--- src/rtl/core/arh_pkg.sv ---
// arh_pkg: shared types and constants of the auto-ranging histogram
// depends on nothing; used by arh_seq and auto_ranging_histogram

package arh_pkg;

  localparam int unsigned SmpW     = 32;  // input sample width
  localparam int unsigned CntW     = 32;  // bin count width
  localparam int unsigned ExpW     = 5;   // scale exponent width
  localparam int unsigned IdxOutW  = 4;   // reported bin index width
  localparam int unsigned LowW     = 31;  // reported lower bound width
  localparam int unsigned OutDataW = IdxOutW + LowW + ExpW + CntW;

  localparam logic [ExpW-1:0] ExpMax = 5'd31;
  localparam logic [CntW-1:0] CntMax = '1;

  // command codes carried in tuser
  localparam logic CmdAdd  = 1'b0;
  localparam logic CmdDump = 1'b1;

  // one reported bin
  typedef struct packed {
    logic [CntW-1:0]    bin_count;
    logic [ExpW-1:0]    width_exponent;
    logic [LowW-1:0]    bin_low;
    logic [IdxOutW-1:0] bin_index;
    logic               last_bin;
  } bin_rpt_t;

endpackage

--- src/rtl/core/arh_ram.sv ---
// arh_ram: generic single-port-write, single-port-read ram, registered read
// depends on nothing

module arh_ram #(
  parameter int unsigned Width = 32,
  parameter int unsigned Depth = 16
) (
  input  logic                     clk_i,
  input  logic                     wr_en_i,
  input  logic [$clog2(Depth)-1:0] wr_addr_i,
  input  logic [Width-1:0]         wr_data_i,
  input  logic                     rd_en_i,
  input  logic [$clog2(Depth)-1:0] rd_addr_i,
  output logic [Width-1:0]         rd_data_o
);

  logic [Width-1:0] mem_q [Depth];
  logic [Width-1:0] rd_data_q;

  always_ff @(posedge clk_i) begin
    if (wr_en_i) begin
      mem_q[wr_addr_i] <= wr_data_i;
    end
    if (rd_en_i) begin
      rd_data_q <= mem_q[rd_addr_i];
    end
  end

  assign rd_data_o = rd_data_q;

endmodule

--- src/rtl/core/arh_seq.sv ---
// arh_seq: command sequencer of the histogram: add, bin fold passes, dump
// depends on arh_pkg; drives the count ram and holds per-bin valid bits

module arh_seq #(
  parameter int unsigned NumBins = 16
) (
  input  logic                       clk_i,
  input  logic                       rst_ni,
  input  logic                       in_valid_i,
  output logic                       in_ready_o,
  input  logic                       in_cmd_i,
  input  logic [arh_pkg::SmpW-1:0]   in_sample_i,
  output logic                       rpt_valid_o,
  input  logic                       rpt_ready_i,
  output arh_pkg::bin_rpt_t          rpt_o,
  output logic                       ram_wr_en_o,
  output logic [$clog2(NumBins)-1:0] ram_wr_addr_o,
  output logic [arh_pkg::CntW-1:0]   ram_wr_data_o,
  output logic                       ram_rd_en_o,
  output logic [$clog2(NumBins)-1:0] ram_rd_addr_o,
  input  logic [arh_pkg::CntW-1:0]   ram_rd_data_i
);

  localparam int unsigned IW   = $clog2(NumBins);
  localparam int unsigned Half = (NumBins + 1) / 2;
  localparam logic [IW-1:0] LastIdx  = IW'(NumBins - 1);
  localparam logic [IW-1:0] LastPair = IW'(Half - 1);
  localparam logic [IW:0]   NumBinsX = (IW + 1)'(NumBins);
  localparam logic [arh_pkg::LowW-1:0] NumBinsW = arh_pkg::LowW'(NumBins);

  localparam logic [2:0] SIdle  = 3'd0;
  localparam logic [2:0] SAddWr = 3'd1;
  localparam logic [2:0] SCheck = 3'd2;
  localparam logic [2:0] SFRdHi = 3'd3;
  localparam logic [2:0] SFWr   = 3'd4;
  localparam logic [2:0] SDump  = 3'd5;

  logic [2:0]                    state_q, state_d;
  logic [arh_pkg::ExpW-1:0]      exp_q, exp_d;
  logic [arh_pkg::LowW-1:0]      sample_q, sample_d;
  logic [IW-1:0]                 idx_q, idx_d;
  logic [IW-1:0]                 k_q, k_d;
  logic [IW-1:0]                 dump_q, dump_d;
  logic [arh_pkg::CntW-1:0]      lo_q, lo_d;
  logic [NumBins-1:0]            valid_q, valid_d;
  logic                          rd_vld_q;

  logic [arh_pkg::LowW-1:0]      sel_smp;
  logic [arh_pkg::LowW-1:0]      shifted;
  logic                          fits;
  logic                          can_fold;
  logic [arh_pkg::CntW-1:0]      rd_cnt;
  logic [IW:0]                   hi_full;
  logic                          hi_exists;
  logic [IW:0]                   lo_next_full;
  logic [arh_pkg::CntW:0]        pair_sum;
  logic [arh_pkg::CntW-1:0]      pair_sat;
  logic [arh_pkg::CntW-1:0]      inc_sat;
  logic [IW+3:0]                 idx_ext;
  logic                          accept;

  assign accept  = in_valid_i && in_ready_o;
  assign sel_smp = (state_q == SIdle) ? in_sample_i[arh_pkg::LowW-1:0] : sample_q;
  assign shifted = sel_smp >> exp_q;
  assign fits    = shifted < NumBinsW;
  assign can_fold = !fits && (exp_q != arh_pkg::ExpMax);

  // entries never written since reset or since a fold cleared them read as zero
  assign rd_cnt = rd_vld_q ? ram_rd_data_i : '0;

  assign hi_full      = {k_q, 1'b1};
  assign hi_exists    = hi_full < NumBinsX;
  assign lo_next_full = {k_q, 1'b0} + (IW + 1)'(2);

  assign pair_sum = {1'b0, lo_q} + {1'b0, (hi_exists ? rd_cnt : '0)};
  assign pair_sat = pair_sum[arh_pkg::CntW] ? arh_pkg::CntMax : pair_sum[arh_pkg::CntW-1:0];
  assign inc_sat  = (rd_cnt == arh_pkg::CntMax) ? arh_pkg::CntMax
                                                : rd_cnt + arh_pkg::CntW'(1);

  assign in_ready_o  = (state_q == SIdle);
  assign rpt_valid_o = (state_q == SDump);

  assign idx_ext              = (IW + 4)'(dump_q);
  assign rpt_o.bin_index      = idx_ext[arh_pkg::IdxOutW-1:0];
  assign rpt_o.bin_low        = arh_pkg::LowW'(dump_q) << exp_q;
  assign rpt_o.width_exponent = exp_q;
  assign rpt_o.bin_count      = rd_cnt;
  assign rpt_o.last_bin       = (dump_q == LastIdx);

  always_comb begin
    state_d       = state_q;
    exp_d         = exp_q;
    sample_d      = sample_q;
    idx_d         = idx_q;
    k_d           = k_q;
    dump_d        = dump_q;
    lo_d          = lo_q;
    valid_d       = valid_q;
    ram_wr_en_o   = 1'b0;
    ram_wr_addr_o = idx_q;
    ram_wr_data_o = inc_sat;
    ram_rd_en_o   = 1'b0;
    ram_rd_addr_o = '0;

    unique case (state_q)
      SIdle, SCheck: begin
        if ((state_q == SCheck) || accept) begin
          if (state_q == SIdle) begin
            sample_d = in_sample_i[arh_pkg::LowW-1:0];
          end
          if ((state_q == SIdle) && (in_cmd_i == arh_pkg::CmdDump)) begin
            dump_d      = '0;
            ram_rd_en_o = 1'b1;
            state_d     = SDump;
          end else if ((state_q == SIdle) && in_sample_i[arh_pkg::SmpW-1]) begin
            state_d = SIdle;  // negative sample dropped
          end else if (can_fold) begin
            k_d         = '0;
            ram_rd_en_o = 1'b1;
            state_d     = SFRdHi;
          end else if (fits) begin
            idx_d         = shifted[IW-1:0];
            ram_rd_en_o   = 1'b1;
            ram_rd_addr_o = shifted[IW-1:0];
            state_d       = SAddWr;
          end else begin
            state_d = SIdle;
          end
        end
      end
      SAddWr: begin
        ram_wr_en_o    = 1'b1;
        valid_d[idx_q] = 1'b1;
        state_d        = SIdle;
      end
      SFRdHi: begin
        lo_d = rd_cnt;
        if (hi_exists) begin
          ram_rd_en_o   = 1'b1;
          ram_rd_addr_o = hi_full[IW-1:0];
        end
        state_d = SFWr;
      end
      SFWr: begin
        ram_wr_en_o   = 1'b1;
        ram_wr_addr_o = k_q;
        ram_wr_data_o = pair_sat;
        valid_d[k_q]  = 1'b1;
        if (k_q == LastPair) begin
          for (int unsigned j = Half; j < NumBins; j++) begin
            valid_d[j] = 1'b0;
          end
          exp_d   = exp_q + arh_pkg::ExpW'(1);
          state_d = SCheck;
        end else begin
          k_d           = k_q + IW'(1);
          ram_rd_en_o   = 1'b1;
          ram_rd_addr_o = lo_next_full[IW-1:0];
          state_d       = SFRdHi;
        end
      end
      SDump: begin
        if (rpt_ready_i) begin
          if (dump_q == LastIdx) begin
            state_d = SIdle;
          end else begin
            dump_d        = dump_q + IW'(1);
            ram_rd_en_o   = 1'b1;
            ram_rd_addr_o = dump_q + IW'(1);
          end
        end
      end
      default: begin
        state_d = SIdle;
      end
    endcase
  end

  always_ff @(posedge clk_i or negedge rst_ni) begin
    if (!rst_ni) begin
      state_q  <= SIdle;
      exp_q    <= '0;
      valid_q  <= '0;
      rd_vld_q <= 1'b0;
      k_q      <= '0;
      dump_q   <= '0;
      idx_q    <= '0;
    end else begin
      state_q <= state_d;
      exp_q   <= exp_d;
      valid_q <= valid_d;
      k_q     <= k_d;
      dump_q  <= dump_d;
      idx_q   <= idx_d;
      if (ram_rd_en_o) begin
        rd_vld_q <= valid_q[ram_rd_addr_o];
      end
    end
  end

  always_ff @(posedge clk_i) begin
    sample_q <= sample_d;
    lo_q     <= lo_d;
  end

endmodule

--- src/rtl/core/auto_ranging_histogram.sv ---
// auto_ranging_histogram: top level of the auto-ranging histogram
// depends on arh_pkg, arh_ram and arh_seq
//
//  channel   dir  handshake                   payload
//  s_axis    in   s_axis_tvalid_i/tready_o    tuser: command, tdata: sample
//  m_axis    out  m_axis_tvalid_o/tready_i    tdata: bin report, tlast: last bin
//
// an add whose sample fits the current range reads the bin count, then writes
// back the incremented count through the count ram write port
// each range doubling runs one fold pass that merges each pair of bins into the lower half
// a dump reports every bin in order and waits while m_axis stalls
// reset clears the per-bin valid bits at once, so there is no clearing pass
// a negative sample is accepted and dropped

module auto_ranging_histogram #(
  parameter int unsigned NumBins = 16
) (
  input  logic                          clk_i,
  input  logic                          rst_ni,
  input  logic                          s_axis_tvalid_i,
  output logic                          s_axis_tready_o,
  input  logic [arh_pkg::SmpW-1:0]      s_axis_tdata_i,  // [31:0] sample
  input  logic                          s_axis_tuser_i,  // [0] command
  output logic                          m_axis_tvalid_o,
  input  logic                          m_axis_tready_i,
  // [3:0] bin_index, [34:4] bin_low, [39:35] width_exponent, [71:40] bin_count
  output logic [arh_pkg::OutDataW-1:0]  m_axis_tdata_o,
  output logic                          m_axis_tlast_o
);

  localparam int unsigned IW = $clog2(NumBins);

  // count ram connections
  logic                     ram_wr_en;
  logic [IW-1:0]            ram_wr_addr;
  logic [arh_pkg::CntW-1:0] ram_wr_data;
  logic                     ram_rd_en;
  logic [IW-1:0]            ram_rd_addr;
  logic [arh_pkg::CntW-1:0] ram_rd_data;

  // bin report from the sequencer
  logic               rpt_valid;
  logic               rpt_ready;
  arh_pkg::bin_rpt_t  rpt;

  // output register
  logic               out_valid_q, out_valid_d;
  arh_pkg::bin_rpt_t  out_q;

  arh_ram #(
    .Width (arh_pkg::CntW),
    .Depth (NumBins)
  ) u_cnt_ram (
    .clk_i     (clk_i),
    .wr_en_i   (ram_wr_en),
    .wr_addr_i (ram_wr_addr),
    .wr_data_i (ram_wr_data),
    .rd_en_i   (ram_rd_en),
    .rd_addr_i (ram_rd_addr),
    .rd_data_o (ram_rd_data)
  );

  arh_seq #(
    .NumBins (NumBins)
  ) u_seq (
    .clk_i         (clk_i),
    .rst_ni        (rst_ni),
    .in_valid_i    (s_axis_tvalid_i),
    .in_ready_o    (s_axis_tready_o),
    .in_cmd_i      (s_axis_tuser_i),
    .in_sample_i   (s_axis_tdata_i),
    .rpt_valid_o   (rpt_valid),
    .rpt_ready_i   (rpt_ready),
    .rpt_o         (rpt),
    .ram_wr_en_o   (ram_wr_en),
    .ram_wr_addr_o (ram_wr_addr),
    .ram_wr_data_o (ram_wr_data),
    .ram_rd_en_o   (ram_rd_en),
    .ram_rd_addr_o (ram_rd_addr),
    .ram_rd_data_i (ram_rd_data)
  );

  // the output register takes a new report when empty or being drained
  assign rpt_ready = !out_valid_q || m_axis_tready_i;

  always_comb begin
    out_valid_d = out_valid_q;
    if (rpt_ready) begin
      out_valid_d = rpt_valid;
    end
  end

  always_ff @(posedge clk_i or negedge rst_ni) begin
    if (!rst_ni) begin
      out_valid_q <= 1'b0;
    end else begin
      out_valid_q <= out_valid_d;
    end
  end

  // payload register, loaded on each report transaction
  always_ff @(posedge clk_i) begin
    if (rpt_valid && rpt_ready) begin
      out_q <= rpt;
    end
  end

  assign m_axis_tvalid_o = out_valid_q;
  assign m_axis_tdata_o  = {out_q.bin_count, out_q.width_exponent,
                            out_q.bin_low, out_q.bin_index};
  assign m_axis_tlast_o  = out_q.last_bin;

endmodule

--- config.mk ---
export PLATFORM = sky130hd
export DESIGN_NAME = auto_ranging_histogram
export DESIGN_NICKNAME = d
export VERILOG_FILES = /design/src/rtl/core/arh_pkg.sv /design/src/rtl/core/arh_ram.sv /design/src/rtl/core/arh_seq.sv /design/src/rtl/core/auto_ranging_histogram.sv
export SDC_FILE = /design/constraint.sdc
export NUM_CORES = 1
export LEC_CHECK = 0
export BUFFER_PORTS_ARGS = -buffer_cell sky130_fd_sc_hd__clkbuf_2
export CAP_MARGIN = 20
export CORE_UTILIZATION = 35
export DETAILED_ROUTE_END_ITERATION = 8
export GPL_TIMING_DRIVEN = 0
export HOLD_SLACK_MARGIN = 0.06
export SKIP_LAST_GASP = 1
export SLEW_MARGIN = 10
export SYNTH_ARGS = -nofsm -noshare
export SYNTH_HDL_FRONTEND = slang
export SYNTH_HIERARCHICAL = 1
export SYNTH_SLANG_ARGS = --single-unit
export TNS_END_PERCENT = 5
--- constraint.sdc ---
create_clock -name clk_i -period 7.7 [get_ports clk_i]
set_input_delay 0.385 -clock clk_i [delete_from_list [all_inputs] [get_ports clk_i]]
set_output_delay 0.385 -clock clk_i [all_outputs]
set_load 0.03 [all_outputs]
==> flow_summary.json <==
{
  "status": "completed",
  "power.share.combinational_pct": 39.9,
  "place_ws_ns": -2.34,
  "grt_setup_unrepaired": "false",
  "port_buffers": 111,
  "io-pin-count": 112,
  "syn-cell-area_um2": 31900,
  "ys_top_cells_by_count": "680 x edfxtp_1, 230 x nand2_1, 157 x mux4_2",
  "wirelength_um": 82900,
  "fin_crit_sh_pct": 99.1,
  "p_clk_share_pct": 22.4,
  "avgSynthCellArea_um2": 15.5,
  "setup_violations": 0,
  "intPower_mw": 10.3,
  "crit_family": "buffers and inverters",
  "via_count": 19500,
  "rr_endpoint": "u_cnt_ram/mem_q[8][8]",
  "grt_pass1_vias": 19700,
  "dr.pass1.iters": 6,
  "cts_buffers": 76,
  "htreeDepth": 3,
  "hp-class": "input pin to register",
  "core_um2": 90100,
  "ff2ff_path_depth": 17,
  "tightest_slew_ns": 1.26,
  "grt_use_total_pct": 17.9,
  "synth_top_cell_area_share_pct": 64.1,
  "drc_errors": 0,
  "crit_path_start_kind": "register",
  "die_x_um": 304,
  "cp.depth": 17,
  "routabilityCongestion": 0.879,
  "synthFlopType": "edfxtp_1",
  "fin_total_pwr_mw": 16.2,
  "diodes": 0,
  "worst_slack_ns": 0.0704,
  "fin_util_pct": 41.8,
  "cp-endpoint": "u_cnt_ram/mem_q[8][8]",
  "cp_cell_sequence": "clkbuf_2, clkbuf_2, clkbuf_2, nand2_1, inv_1, ha_1, nand3_1, nor3_1, nand3_1, nor2_1, nand3_1, nor3_1, and3_1, clkbuf_1, a21oi_2, clkbuf_1, a22oi_2",
  "areaGrowthSynthToFinish_pct": 18.2,
  "swShare_pct": 36.8,
  "yosysMostFrequentCell": "edfxtp_1",
  "clkLatencyLatePin_ns": 0.65,
  "worstPathArrival_ns": 7.96,
  "hold_violations": 0,
  "cts_tree": "done",
  "gr-total-overflow": 0,
  "yosysTopAreaCell": "edfxtp_1",
  "cp_slowest_stage_delay_ns": 0.85,
  "seqPwrFrac_pct": 37.7,
  "fmax_mhz": 131,
  "post-route-min-period_ns": 7.63,
  "final_antenna_net_count": 0,
  "synth-edff-count": 680,
  "rrSetupSlack_ns": 0.07,
  "drive_gt1_share_pct": 22.6,
  "ys_ff_latch": 718,
  "fin_cells": 3547,
  "yosysUniqueCellTypes": 77,
  "crit_buf_inv": 6,
  "maxCapViolations": 0,
  "p_leak_nw": 12.9,
  "initialDrtViolationCount": 1749,
  "skew_ns": 0.0459,
  "r2r_start": "u_seq/rd_vld_q",
  "grt_pass1_wl_um": 124000,
  "whs_ns": 0.0983,
  "die_h_um": 304,
  "crit_required_ns": 8.03,
  "syn_nets": 2129,
  "clockBufferDepth": 3,
  "start_util_pct": 35.4,
  "cp_max_fo": 16,
  "worstSetupEndpointType": "register",
  "slew_headroom_pct": 15.5,
  "critPathKind": "register to register",
  "row_count": 110,
  "wl_per_cell_um": 23.4,
  "antenna_found_initial": 1,
  "synth.area.top_cells": "edfxtp_1 64%, mux4_2 11%, dfrtp_1 3.0%",
  "yosysWarnings": 6,
  "yosysSeqAreaShare_pct": 67.0,
  "vdd_ir_drop_max_mv": 0.201,
  "cts.clk_slew.worst_paths_ns": 0.06,
  "crit_slowest_cell": "nor3_1",
  "via_per_inst": 5.49,
  "synthArstFlopShare_pct": 5.29,
  "final_nets": 2391,
  "dp_hpwl_um": 57200,
  "dieArea_um2": 92300,
  "cts.sinks": 718,
  "synthCells": 2051,
  "powerDensity_nw_per_um2": 431,
  "place_inst": 3371,
  "slew_viol_final": 0,
  "grt_start_max_net_pins": 74,
  "switchingPower_mw": 5.97,
  "root_buffer": "clkbuf_16",
  "crit_start": "u_seq/rd_vld_q"
}
cells in the final DEF (no fill, tap or decap), drive strengths merged, types with 48 or more instances in the layout:
master | netlist | layout
o21ai | 50 | 50
a22oi | 87 | 87
mux2i | 48 | 48
a21oi | 69 | 69
clkbuf | 60 | 266
nand2 | 230 | 230
buf | 48 | 93
inv | 51 | 54
mux4 | 157 | 157
edfxtp | 680 | 680
nor2 | 122 | 122
power groups by stage:
stage	Clock [mW]	Combinational, mW	Sequential (mW)
after floorplan	0	3.98	6.26
after global placement	0	5.78	6.24
after detailed placement	0	6.05	6.23
after CTS	3.72	6.43	6.13
after global routing	3.86	6.99	6.18
final	3.64	6.48	6.12
per-stage QoR:
stage          instance area [µm²]  setup TNS (ns)
6_report                     37700               0
5_1_grt                      37700               0
4_1_cts                      37600          -10.19
3_5_place_dp                 34500         -985.80
3_3_place_gp                 33900         -900.08
2_1_floorplan                31900               0
layer usage:
metal / GRT usage, % / vias to the layer above / part of all wire (%)
li1: - / 8544 / -
met1: 24.5 / 10100 / 44
met2: 29.0 / 728 / 47
met3: 3.09 / 138 / 6.5
met4: 5.56 / 0 / 2.5
met5: 0 / - / 0
registers in the layout, indices dropped and copies added, names as in the netlist, 3 cells and up:
name                 flops
u_cnt_ram/mem_q        512
u_seq/state_q            3
u_cnt_ram/rd_data_o     32
u_seq/dump_q             4
u_seq/valid_q           16
u_seq/exp_q              5
u_seq/sample_q          31
u_seq/lo_q              32
u_seq/k_q                4
m_axis_tdata_o          72
u_seq/idx_q              4
timing repair:
action                                  CTS  global route
pin swaps                                11             1
gates cloned                              0             0
endpoints found under the hold margin    63             0
setup buffers                            11             0
hold buffers                             26             0
endpoints found under the setup margin  512           448
resized for setup                        46             5
worst register-to-register path, cell delays in order, from the launching register on:
cell      delay [ns]
dfrtp_2         0.65
clkbuf_2        0.40
clkbuf_2        0.47
clkbuf_2        0.48
nand2_1         0.13
inv_1           0.39
ha_1            0.27
nand3_1         0.19
nor3_1          0.85
nand3_1         0.30
nor2_1          0.25
nand3_1         0.17
nor3_1          0.39
and3_1          0.22
clkbuf_1        0.36
a21oi_2         0.36
clkbuf_1        0.61
a22oi_2         0.80
how the worst min path moves through the flow:
stage | start | end | slack [ns] | cells after the start
after global routing | s_axis_tdata_i[8] | u_seq/sample_q[8] | 0.09 | 3
after CTS | s_axis_tdata_i[8] | u_seq/sample_q[8] | 0.07 | 3
final | s_axis_tdata_i[8] | u_seq/sample_q[8] | 0.1 | 3
after floorplan | rst_ni | m_axis_tvalid_o | 0.09 | 0
after global placement | u_seq/exp_q[3] | m_axis_tdata_o[38] | 0.44 | 0
after detailed placement | u_seq/exp_q[2] | m_axis_tdata_o[37] | 0.44 | 0
cell type report:
type / count / area, µm²
Buffer: 107 / 500
Multi-Input combinational cell: 1173 / 10200
Clock buffer: 94 / 1990
Clock inverter: 42 / 500
Sequential cell: 718 / 21400
Tap cell: 1176 / 1470
Fill cell: 7997 / 52500
Timing Repair Buffer: 185 / 1500
Inverter: 52 / 203
cell families after synthesis:
group / Yosys count / synth area share, %
compound gates: 319 / 6.83
xor+xnor: 58 / 1.59
fa+ha+maj: 41 / 1.63
buf+inv: 160 / 2.17
flops: 718 / 67.0
mux: 222 / 13.2
simple gates: 533 / 7.53
Power figures use the tool's default switching activity.
